[src/design/jes_pkg.sv]
`default_nettype none
// ----------------------------------------------------------------------------
// jes_pkg
// Shared types and constants for the JSON element splitter.
// ----------------------------------------------------------------------------
package jes_pkg;

   localparam int DepthBits = 8;

   localparam logic [7:0] CHAR_BACKSLASH   = 8'h5C;
   localparam logic [7:0] CHAR_QUOTE       = 8'h22;
   localparam logic [7:0] CHAR_BRACE_OPEN  = 8'h7B;
   localparam logic [7:0] CHAR_BRACE_CLOSE = 8'h7D;
   localparam logic [7:0] CHAR_BRACK_OPEN  = 8'h5B;
   localparam logic [7:0] CHAR_BRACK_CLOSE = 8'h5D;

   typedef enum logic [1:0] {
      KIND_STRING = 2'd0,
      KIND_OBJECT = 2'd1,
      KIND_ARRAY  = 2'd2
   } kind_type;

   typedef struct packed {
      logic in_element;
      logic first;
      logic last;
   } flags_type;

endpackage
`default_nettype wire

[src/design/jes_tracker.sv]
`default_nettype none
// ----------------------------------------------------------------------------
// jes_tracker
// String, escape and nesting state; frames the byte at the head of the pipe.
// ----------------------------------------------------------------------------
module jes_tracker (
   input  wire logic               clock,
   input  wire logic               reset,
   input  wire logic               step,
   input  wire logic [7:0]         char_byte,
   output jes_pkg::flags_type      flags
);

   logic                           inside_string_ff, inside_string_in;
   logic                           escape_pending_ff, escape_pending_in;
   logic [jes_pkg::DepthBits-1:0]  object_depth_ff, object_depth_in;
   logic [jes_pkg::DepthBits-1:0]  array_depth_ff, array_depth_in;
   logic                           element_open_ff, element_open_in;
   jes_pkg::kind_type              element_kind_ff, element_kind_in;
   logic                           first;
   logic                           last;

   always_comb begin
      inside_string_in  = inside_string_ff;
      escape_pending_in = escape_pending_ff;
      object_depth_in   = object_depth_ff;
      array_depth_in    = array_depth_ff;
      element_open_in   = element_open_ff;
      element_kind_in   = element_kind_ff;
      first             = 1'b0;
      last              = 1'b0;
      if (escape_pending_ff) begin
         escape_pending_in = 1'b0;
      end else if (char_byte == jes_pkg::CHAR_BACKSLASH) begin
         escape_pending_in = 1'b1;
      end else if (char_byte == jes_pkg::CHAR_QUOTE) begin
         if (array_depth_ff < jes_pkg::DepthBits'(2)) begin
            if (!element_open_ff) begin
               element_open_in = 1'b1;
               element_kind_in = jes_pkg::KIND_STRING;
               first           = 1'b1;
            end else if (object_depth_ff == '0) begin
               element_open_in = 1'b0;
               last            = 1'b1;
            end
         end
         inside_string_in = !inside_string_ff;
      end else if (inside_string_ff) begin
         inside_string_in = inside_string_ff;
      end else if (char_byte == jes_pkg::CHAR_BRACE_CLOSE) begin
         object_depth_in = object_depth_ff - jes_pkg::DepthBits'(1);
         if (object_depth_in == '0 && element_open_ff &&
             element_kind_ff == jes_pkg::KIND_OBJECT) begin
            element_open_in = 1'b0;
            last            = 1'b1;
         end
      end else if (char_byte == jes_pkg::CHAR_BRACE_OPEN) begin
         object_depth_in = object_depth_ff + jes_pkg::DepthBits'(1);
         if (!element_open_ff) begin
            element_open_in = 1'b1;
            element_kind_in = jes_pkg::KIND_OBJECT;
            first           = 1'b1;
         end
      end else if (char_byte == jes_pkg::CHAR_BRACK_OPEN) begin
         array_depth_in = array_depth_ff + jes_pkg::DepthBits'(1);
         if (array_depth_in > jes_pkg::DepthBits'(1) && !element_open_ff) begin
            element_open_in = 1'b1;
            element_kind_in = jes_pkg::KIND_ARRAY;
            first           = 1'b1;
         end
      end else if (char_byte == jes_pkg::CHAR_BRACK_CLOSE) begin
         array_depth_in = array_depth_ff - jes_pkg::DepthBits'(1);
         if (array_depth_in == jes_pkg::DepthBits'(1) && element_open_ff &&
             element_kind_ff == jes_pkg::KIND_ARRAY) begin
            element_open_in = 1'b0;
            last            = 1'b1;
         end
      end
   end

   assign flags.in_element = element_open_ff || element_open_in;
   assign flags.first      = first;
   assign flags.last       = last;

   always_ff @(posedge clock) begin
      if (reset) begin
         inside_string_ff  <= 1'b0;
         escape_pending_ff <= 1'b0;
         object_depth_ff   <= '0;
         array_depth_ff    <= '0;
         element_open_ff   <= 1'b0;
         element_kind_ff   <= jes_pkg::KIND_STRING;
      end else if (step) begin
         inside_string_ff  <= inside_string_in;
         escape_pending_ff <= escape_pending_in;
         object_depth_ff   <= object_depth_in;
         array_depth_ff    <= array_depth_in;
         element_open_ff   <= element_open_in;
         element_kind_ff   <= element_kind_in;
      end
   end

endmodule
`default_nettype wire

[src/design/json_element_splitter.sv]
`default_nettype none
// ----------------------------------------------------------------------------
// json_element_splitter
// Echoes a JSON byte stream and frames every string, object or array element.
// ----------------------------------------------------------------------------
// Takes one byte per cycle while rsp_tready is high and passes it through an
// input register and a result register; the framing state (string, escape and
// nesting depths) updates once per byte as it moves between the two. Only
// rsp_tready stalls the pipe: while it is high a byte moves every cycle; while
// it is low a full result register holds; req_tready drops once both are full.
// A transfer on the result side carries the byte, the in-element flag, the
// first-byte flag and tlast on the closing byte of an element. Depth counters
// wrap; malformed text is framed by the same rules without error.
// ----------------------------------------------------------------------------
module json_element_splitter (
   input  wire logic       clock,
   input  wire logic       reset,
   input  wire logic       req_tvalid,
   output logic            req_tready,
   input  wire logic [7:0] req_tdata,   // [7:0] in_byte
   output logic            rsp_tvalid,
   input  wire logic       rsp_tready,
   output logic [7:0]      rsp_tdata,   // [7:0] out_byte
   output logic [1:0]      rsp_tuser,   // [0] in_element, [1] element_first
   output logic            rsp_tlast    // element_last
);

   logic               in_valid_ff, in_valid_in;
   logic [7:0]         in_byte_ff;
   logic               out_valid_ff, out_valid_in;
   logic [7:0]         out_byte_ff;
   jes_pkg::flags_type out_flags_ff;
   jes_pkg::flags_type flags;
   logic               advance;

   assign advance     = in_valid_ff && (!out_valid_ff || rsp_tready);
   assign req_tready  = !in_valid_ff || advance;
   assign in_valid_in = (req_tvalid && req_tready) || (in_valid_ff && !advance);
   assign out_valid_in = advance || (out_valid_ff && !rsp_tready);

   jes_tracker u_tracker (
      .clock     (clock),
      .reset     (reset),
      .step      (advance),
      .char_byte (in_byte_ff),
      .flags     (flags)
   );

   always_ff @(posedge clock) begin
      if (reset) begin
         in_valid_ff  <= 1'b0;
         out_valid_ff <= 1'b0;
      end else begin
         in_valid_ff  <= in_valid_in;
         out_valid_ff <= out_valid_in;
      end
   end

   always_ff @(posedge clock) begin
      if (req_tvalid && req_tready) begin
         in_byte_ff <= req_tdata;
      end
      if (advance) begin
         out_byte_ff  <= in_byte_ff;
         out_flags_ff <= flags;
      end
   end

   assign rsp_tvalid = out_valid_ff;
   assign rsp_tdata  = out_byte_ff;
   assign rsp_tuser  = {out_flags_ff.first, out_flags_ff.in_element};
   assign rsp_tlast  = out_flags_ff.last;

   a_first_in_element: assert property (@(posedge clock) disable iff (reset)
      rsp_tvalid && rsp_tuser[1] |-> rsp_tuser[0])
      else $error("first byte outside element");

   a_last_in_element: assert property (@(posedge clock) disable iff (reset)
      rsp_tvalid && rsp_tlast |-> rsp_tuser[0])
      else $error("last byte outside element");

   a_first_not_last: assert property (@(posedge clock) disable iff (reset)
      rsp_tvalid |-> !(rsp_tuser[1] && rsp_tlast))
      else $error("byte both opens and closes an element");

   a_reset_empty: assert property (@(posedge clock)
      $past(reset) |-> !rsp_tvalid)
      else $error("result valid after reset");

endmodule
`default_nettype wire

[config.mk]
export PLATFORM = sky130hd
export DESIGN_NAME = json_element_splitter
export DESIGN_NICKNAME = d
export VERILOG_FILES = /design/src/design/jes_pkg.sv /design/src/design/jes_tracker.sv /design/src/design/json_element_splitter.sv
export SDC_FILE = /design/constraint.sdc
export NUM_CORES = 1
export LEC_CHECK = 0
export ABC_CLOCK_PERIOD_IN_PS = 3100
export BUFFER_PORTS_ARGS = -buffer_cell sky130_fd_sc_hd__buf_2
export CORE_MARGIN = 4
export CORE_UTILIZATION = 59
export CTS_CLUSTER_DIAMETER = 100
export DETAILED_ROUTE_END_ITERATION = 8
export GPL_TIMING_DRIVEN = 0
export HOLD_SLACK_MARGIN = 0.03
export PLACE_DENSITY = 0.81
export SYNTH_ARGS = -nofsm -noshare
export SYNTH_HDL_FRONTEND = slang
export SYNTH_SLANG_ARGS = --single-unit
[constraint.sdc]
create_clock -name clock -period 3.1 [get_ports clock]
set_clock_uncertainty 0.05 [all_clocks]
set_input_delay 0.155 -clock clock [delete_from_list [all_inputs] [get_ports clock]]
set_output_delay 0.155 -clock clock [all_outputs]
set_load 0.02 [all_outputs]
After elaboration in Yosys (flattened, before gate mapping)

Index checks and enable logic that the tools add are counted.

Output and inout bits: 13
Input port bits: 12
Flip-flop bits (word level): 42
Logic and storage cells: 118

Order comparisons: 2
Multiplexer cells: 48
Equal/unequal tests: 14
Reductions and logical operators: 31
Bitwise operators: 6
Add/subtract/negate cells: 4

Operators by type and width:

| operator                                                                         | count |
|---|---|
| 8-bit by 7-bit == test with 1-bit output (second input constant)                 | 5 |
| 1-bit two-way mux                                                                | 35 |
| 8-bit two-way mux                                                                | 4 |
| 2-bit two-way mux                                                                | 9 |
| 8-bit by 1-bit adder with 8-bit output (second input constant)                   | 2 |
| 8-bit logical NOT                                                                | 2 |
| 8-bit by 1-bit subtractor with 8-bit output (second input constant)              | 2 |
| 10-bit AND reduction                                                             | 1 |
| 1-bit logical AND                                                                | 9 |
| 8-bit by 1-bit == test with 1-bit output (second input constant)                 | 1 |
| 8-bit by 6-bit == test with 1-bit output (second input constant)                 | 1 |
| 8-bit by 1-bit greater-than comparator with 1-bit output (second input constant) | 1 |
| 8-bit by 2-bit less-than comparator with 1-bit output (second input constant)    | 1 |
| 2-bit inequality test (second input constant)                                    | 4 |
| 8-bit AND reduction                                                              | 1 |
| 1-bit logical NOT                                                                | 6 |
| 1-bit NOT                                                                        | 6 |
| 6-bit AND reduction                                                              | 1 |
| 3-bit nonzero test                                                               | 2 |
| 1-bit logical OR                                                                 | 5 |
| 4-bit AND reduction                                                              | 1 |
| 2-bit nonzero test                                                               | 2 |
| 2-bit by 1-bit == test with 1-bit output (second input constant)                 | 1 |
| 2-bit == test (second input constant)                                            | 1 |
| other kinds (2)                                                                  | 2 |

Longest topological paths before layout

Depth in word-level cells: 14
Gate-level depth with buffers: 9

Cells and area by module

Synthesis repeated with hierarchy kept, for this count alone.

Cells, all modules: 289
Area, all modules: 2580.0 um^2

By module, submodules not included:

| module                | area each (um^2) | cells each | times used |
|---|---|---|---|
| jes_tracker           | 1905.6           | 260        | 1 |
| json_element_splitter | 674.4            | 29         | 1 |

Least setup slack after synthesis

No wires, ideal clock.

Kind: reg-to-reg
Start: register u_tracker.array_depth_ff[0] (netlist name)
End: register out_flags_ff, in the netlist rsp_tuser[0], data pin
Path slack: 0.767 ns
Required time: 2.774 ns
Arrival: 2.007 ns
Path buffers: 0
Library setup time: 0.276 ns
Period minus slack after synthesis: 2.333 ns
Cell stages (with the launch flop): 9
Cells stage by stage: dfxtp_1 > inv_1 > ha_1 > xor2_1 > or4b_2 > nor4_1 > a32oi_1 > nand3b_1 > o221ai_1

RTL lines:

| what                   | RTL line                    | RTL |
|---|---|---|
| start, declared        | jes_tracker.sv:17           | `logic [jes_pkg::DepthBits-1:0] array_depth_ff, array_depth_in;` |
| start signal, assigned | jes_tracker.sv:97           | `array_depth_ff <= array_depth_in;` |
| end signal, assigned   | json_element_splitter.sv:65 | `out_flags_ff <= flags;` |
| end, declared          | json_element_splitter.sv:32 | `jes_pkg::flags_type out_flags_ff;` |

==> results.txt <==
----------------------------------------------------
[Finish]
  Number of nets at the end of the flow ... 351
  Fin util ... 72.5%
  Area Overhead vs Synth ... 15.2%
  Fraction of layout cells with a size suffix above 1 ... 13.9%
  ANT cells ... 0
  Post-route non-filler standard cell count ... 381

[Worst hold path]
  Min-delay src ... rsp_tready
  Hold Path Cell Cnt ... 4
  Classification of the worst-slack hold path ... in2reg

[Timing]
  Worst relative slew slack ... roughly 28%
  Count of final max-slew check failures ... 0
  Maximum clock frequency ... about 360 MHz
  Clock period minus final worst setup slack ... 2.80 ns
  Final period utilization ... 90.4%
  RSZ-0062 raised after global routing ... false
  Pin slew with the least headroom to its limit ... around 1.1 ns
  Final Hold Vio Count ... 0
  Final count of negative-setup-slack endpoints ... 0
  Fin Setup TNS ... 0 ns

[Placement]
  Final RePlAce weighted congestion ... 0.887
  Detail Placement HPWL ... 4180 um
  Total placed cells including tap cells ... 363
  Count of input and output buffers ... 24

[Global route]
  Global routing met3 resource utilization ... 3.92%
  First-pass GRT wire length ... 10300 um
  Number of antenna violations at the first check in global routing ... 0
  GRT Max-Usage Layer ... met2
  Remaining global-route overflow ... 0
  Met2 routing resource usage after global routing ... 40.1%
  Maximum number of pins on one net before global-route repair ... 15
  Global routing usage on met1 ... between 30% and 40%
  GR Util All Layers ... 24.4%
  Vias in the first global route ... 2210

[Critical path]
  Critical setup path kind ... reg2reg
  Slowest Stage Delay on Critical Path ... about 0.61 ns
  Ordered list of cells on the worst path ... inv_1 -> ha_1 -> xor2_1 -> or4b_2 -> nor4_1 -> a32oi_1 -> nand3b_1 -> o221ai_1
  Worst flop-to-flop path endpoint ... rsp_tuser[0]
  Critical Path Sink Type ... flip-flop
  Signal arrival time at the worst endpoint ... between 2 and 3 ns
  Worst R2R Start ... u_tracker.array_depth_ff[0]
  Cell depth of the worst flop-to-flop path ... 8
  CP Launch Type ... flip-flop
  Slowest stage cell, crit path ... sky130_fd_sc_hd__or4b_2
  WP data required ... 3.09 ns
  Worst setup path endpoint ... rsp_tuser[0]
  Crit Path Max Fanout ... 9
  Setup slack, reg-to-reg ... between 0.2 and 0.3 ns
  Startpoint of the most critical setup path ... u_tracker.array_depth_ff[0]

[Floorplanning]
  IO Pins ... 25
  Initial core utilization ... between 60% and 70%
  DIE HEIGHT ... ~74 um
  Floorplan Core Area ... 0.00414 mm2
  Die Span X ... 74.5 um
  Full die area ... 0.00555 mm2
  Num rows ... 23

[Clock network]
  Maximum root-to-sink buffer count ... 2
  Clock root cell ... sky130_fd_sc_hd__clkbuf_8
  Inserted Clock Buffers ... 5
  H-tree depth reported by CTS ... 2
  CTS Sinks ... 42
  Clock tree from TritonCTS ... built
  Post CTS Setup Buffer Count ... 0
  Reg clk slew, reported paths ... 0.10 ns
  Clk Latency, worst-skew pair ... 0.31 ns

[Drt]
  DRT Wirelength ... 6340 um
  Post-detailed-route count of antenna-violating nets ... 0
  Number of detailed-routing iterations run before antenna repair ... 5
  Post-detailed-route via-to-cell ratio ... just over 6
  DRC violation count after routing ... 0
  Via count ... 2367
  Initial detailed-routing violation count ... approximately 270
  Wire length per cell after detailed routing ... approximately 17 um

[Yosys]
  Most frequent cell after synthesis ... sky130_fd_sc_hd__nor2_1
  Synth top area cells ... sky130_fd_sc_hd__edfxtp_1 22%, sky130_fd_sc_hd__dfxtp_1 18%, sky130_fd_sc_hd__nor2_1 4.6%
  Cell taking the most area after synthesis ... sky130_fd_sc_hd__edfxtp_1
  Number of storage elements in the synthesis netlist ... 42
  Number of cells produced by synthesis ... 289
  Area share of the leading cell type in the synthesized netlist ... between 20% and 30%
  Share of synthesized flip-flops with an asynchronous set or reset ... 0%
  Number of flops mapped to enable cells by yosys ... 19
  Top cells by instance count after synthesis ... 32 x sky130_fd_sc_hd__nor2_1, 23 x sky130_fd_sc_hd__dfxtp_1, 19 x sky130_fd_sc_hd__edfxtp_1
  YS warnings ... 0
  Most instantiated flip-flop cell in the synthesis netlist ... sky130_fd_sc_hd__dfxtp_1
  Register area share after synthesis ... between 30% and 40%
  Mean Syn Cell Area ... 9.03 um2
  Post-synthesis instance area ... 0.00261 mm2
  Distinct cell type count after synthesis ... 54
  Post-Synthesis Net Count ... 310

[Flow run]
  MaxCap Viol Count ... 0

[Power and ir drop]
  Leakage ... 1.14 nW
  Maximum resistive drop on vdd ... 309 uV
  Power Density ... 384 mW/mm2

[Outcome]
  Result of the run ... finished clean

----------------------------------------------------
## what timing repair did
| item | CTS | global route |
|---|---|---|
| setup endpoints to repair | 0 | 0 |
| endpoints found under the hold margin | 10 | 0 |
| gates resized for setup | 0 | 0 |
| hold buffers | 10 | 0 |
## sequential cells by signal, indices dropped and copies added (netlist names)
name,cells
u_tracker.element_open_ff,1
in_byte_ff,8
in_valid_ff,1
u_tracker.inside_string_ff,1
u_tracker.element_kind_ff,2
rsp_tvalid,1
rsp_tdata,8
u_tracker.object_depth_ff,8
u_tracker.escape_pending_ff,1
rsp_tlast,1
rsp_tuser,2
u_tracker.array_depth_ff,8
## final cells by class
| type | count | area [um2] |
|---|---|---|
| Sequential cell | 42 | 1030 |
| Inverter | 7 | 26.3 |
| Clock buffer | 5 | 68.8 |
| Clock inverter | 3 | 43.8 |
| Timing Repair Buffer | 34 | 220 |
| Fill cell | 341 | 1140 |
| Multi-Input combinational cell | 221 | 1470 |
| Buffer | 19 | 81.3 |
| Tap cell | 50 | 62.6 |
## how the worst min path moves through the flow
stage / endpoint
3_3_place_gp: in_byte_ff[1]
4_1_cts: rsp_tvalid
5_1_grt: rsp_tvalid
6_report: rsp_tvalid
2_1_floorplan: u_tracker.element_kind_ff[1]
3_5_place_dp: in_byte_ff[6]
## stage by stage
stage	instance area, um2	hold slack, ns	setup WS [ns]	power, mW
finish	3000	0.113	0.298	1.15
global route	3000	0.160	0.191	1.19
CTS	3000	0.113	0.345	1.15
detailed placement	2790	0.283	0.366	0.694
global placement	2790	0.283	0.397	0.692
floorplan	2610	0.178	0.767	0.666
## layout by cell type, fill, tap and decap left out, types with 3 or more instances in the layout
cell	n
sky130_fd_sc_hd__and2_1	3
sky130_fd_sc_hd__ha_1	9
sky130_fd_sc_hd__a211o_1	3
sky130_fd_sc_hd__and3_1	5
sky130_fd_sc_hd__and4_1	8
sky130_fd_sc_hd__xor2_1	9
sky130_fd_sc_hd__xnor2_1	7
sky130_fd_sc_hd__nand4_1	6
sky130_fd_sc_hd__dfxtp_1	23
sky130_fd_sc_hd__a21oi_1	18
sky130_fd_sc_hd__dlygate4sd3_1	10
sky130_fd_sc_hd__nand3_1	8
sky130_fd_sc_hd__or3_1	4
sky130_fd_sc_hd__nor4_1	7
sky130_fd_sc_hd__a211oi_1	6
sky130_fd_sc_hd__edfxtp_1	19
sky130_fd_sc_hd__nor2_1	32
sky130_fd_sc_hd__o21a_1	3
sky130_fd_sc_hd__inv_1	7
sky130_fd_sc_hd__mux2i_1	4
sky130_fd_sc_hd__nor2b_1	5
sky130_fd_sc_hd__clkbuf_1	14
sky130_fd_sc_hd__o21ai_0	15
sky130_fd_sc_hd__nand2b_1	6
sky130_fd_sc_hd__nand3b_1	4
sky130_fd_sc_hd__nor3_1	8
sky130_fd_sc_hd__clkbuf_8	5
sky130_fd_sc_hd__or2_2	4
sky130_fd_sc_hd__buf_2	26
sky130_fd_sc_hd__nand2_1	12
sky130_fd_sc_hd__nor3b_1	4
sky130_fd_sc_hd__a31oi_1	3
## logic make-up after synthesis
family | share of synthesized area, %
simple gates | 28.5
fa+ha+maj | 4.32
buf+inv | 4.12
mux | 1.97
flops | 39.5
compound gates | 16.2
xor+xnor | 5.37
## metal layers
layer  vias to the layer above  wire length, um
li1                       1152                -
met1                      1084             2640
met2                       111             3100
met3                        20              387
met4                         0              219
met5                         -                0
## report_power, final
group	switching [mW]	total [mW]	internal [mW]
combinational	0.0485	0.0833	0.0349
clock	0.217	0.458	0.242
sequential	0.0138	0.611	0.597
## worst max-delay path: cells and delay by family, from the launching register on
family / cells / cell delay, ns
buffers and inverters: 1 / 0.14
AND/OR/NAND/NOR: 3 / 1.08
XOR/XNOR: 1 / 0.19
AO/OA/AOI/OAI: 2 / 0.25
adder cells (fa/ha/maj): 1 / 0.32
flip-flops: 1 / 0.50
Note: power is estimated with default switching activity, not from simulation.
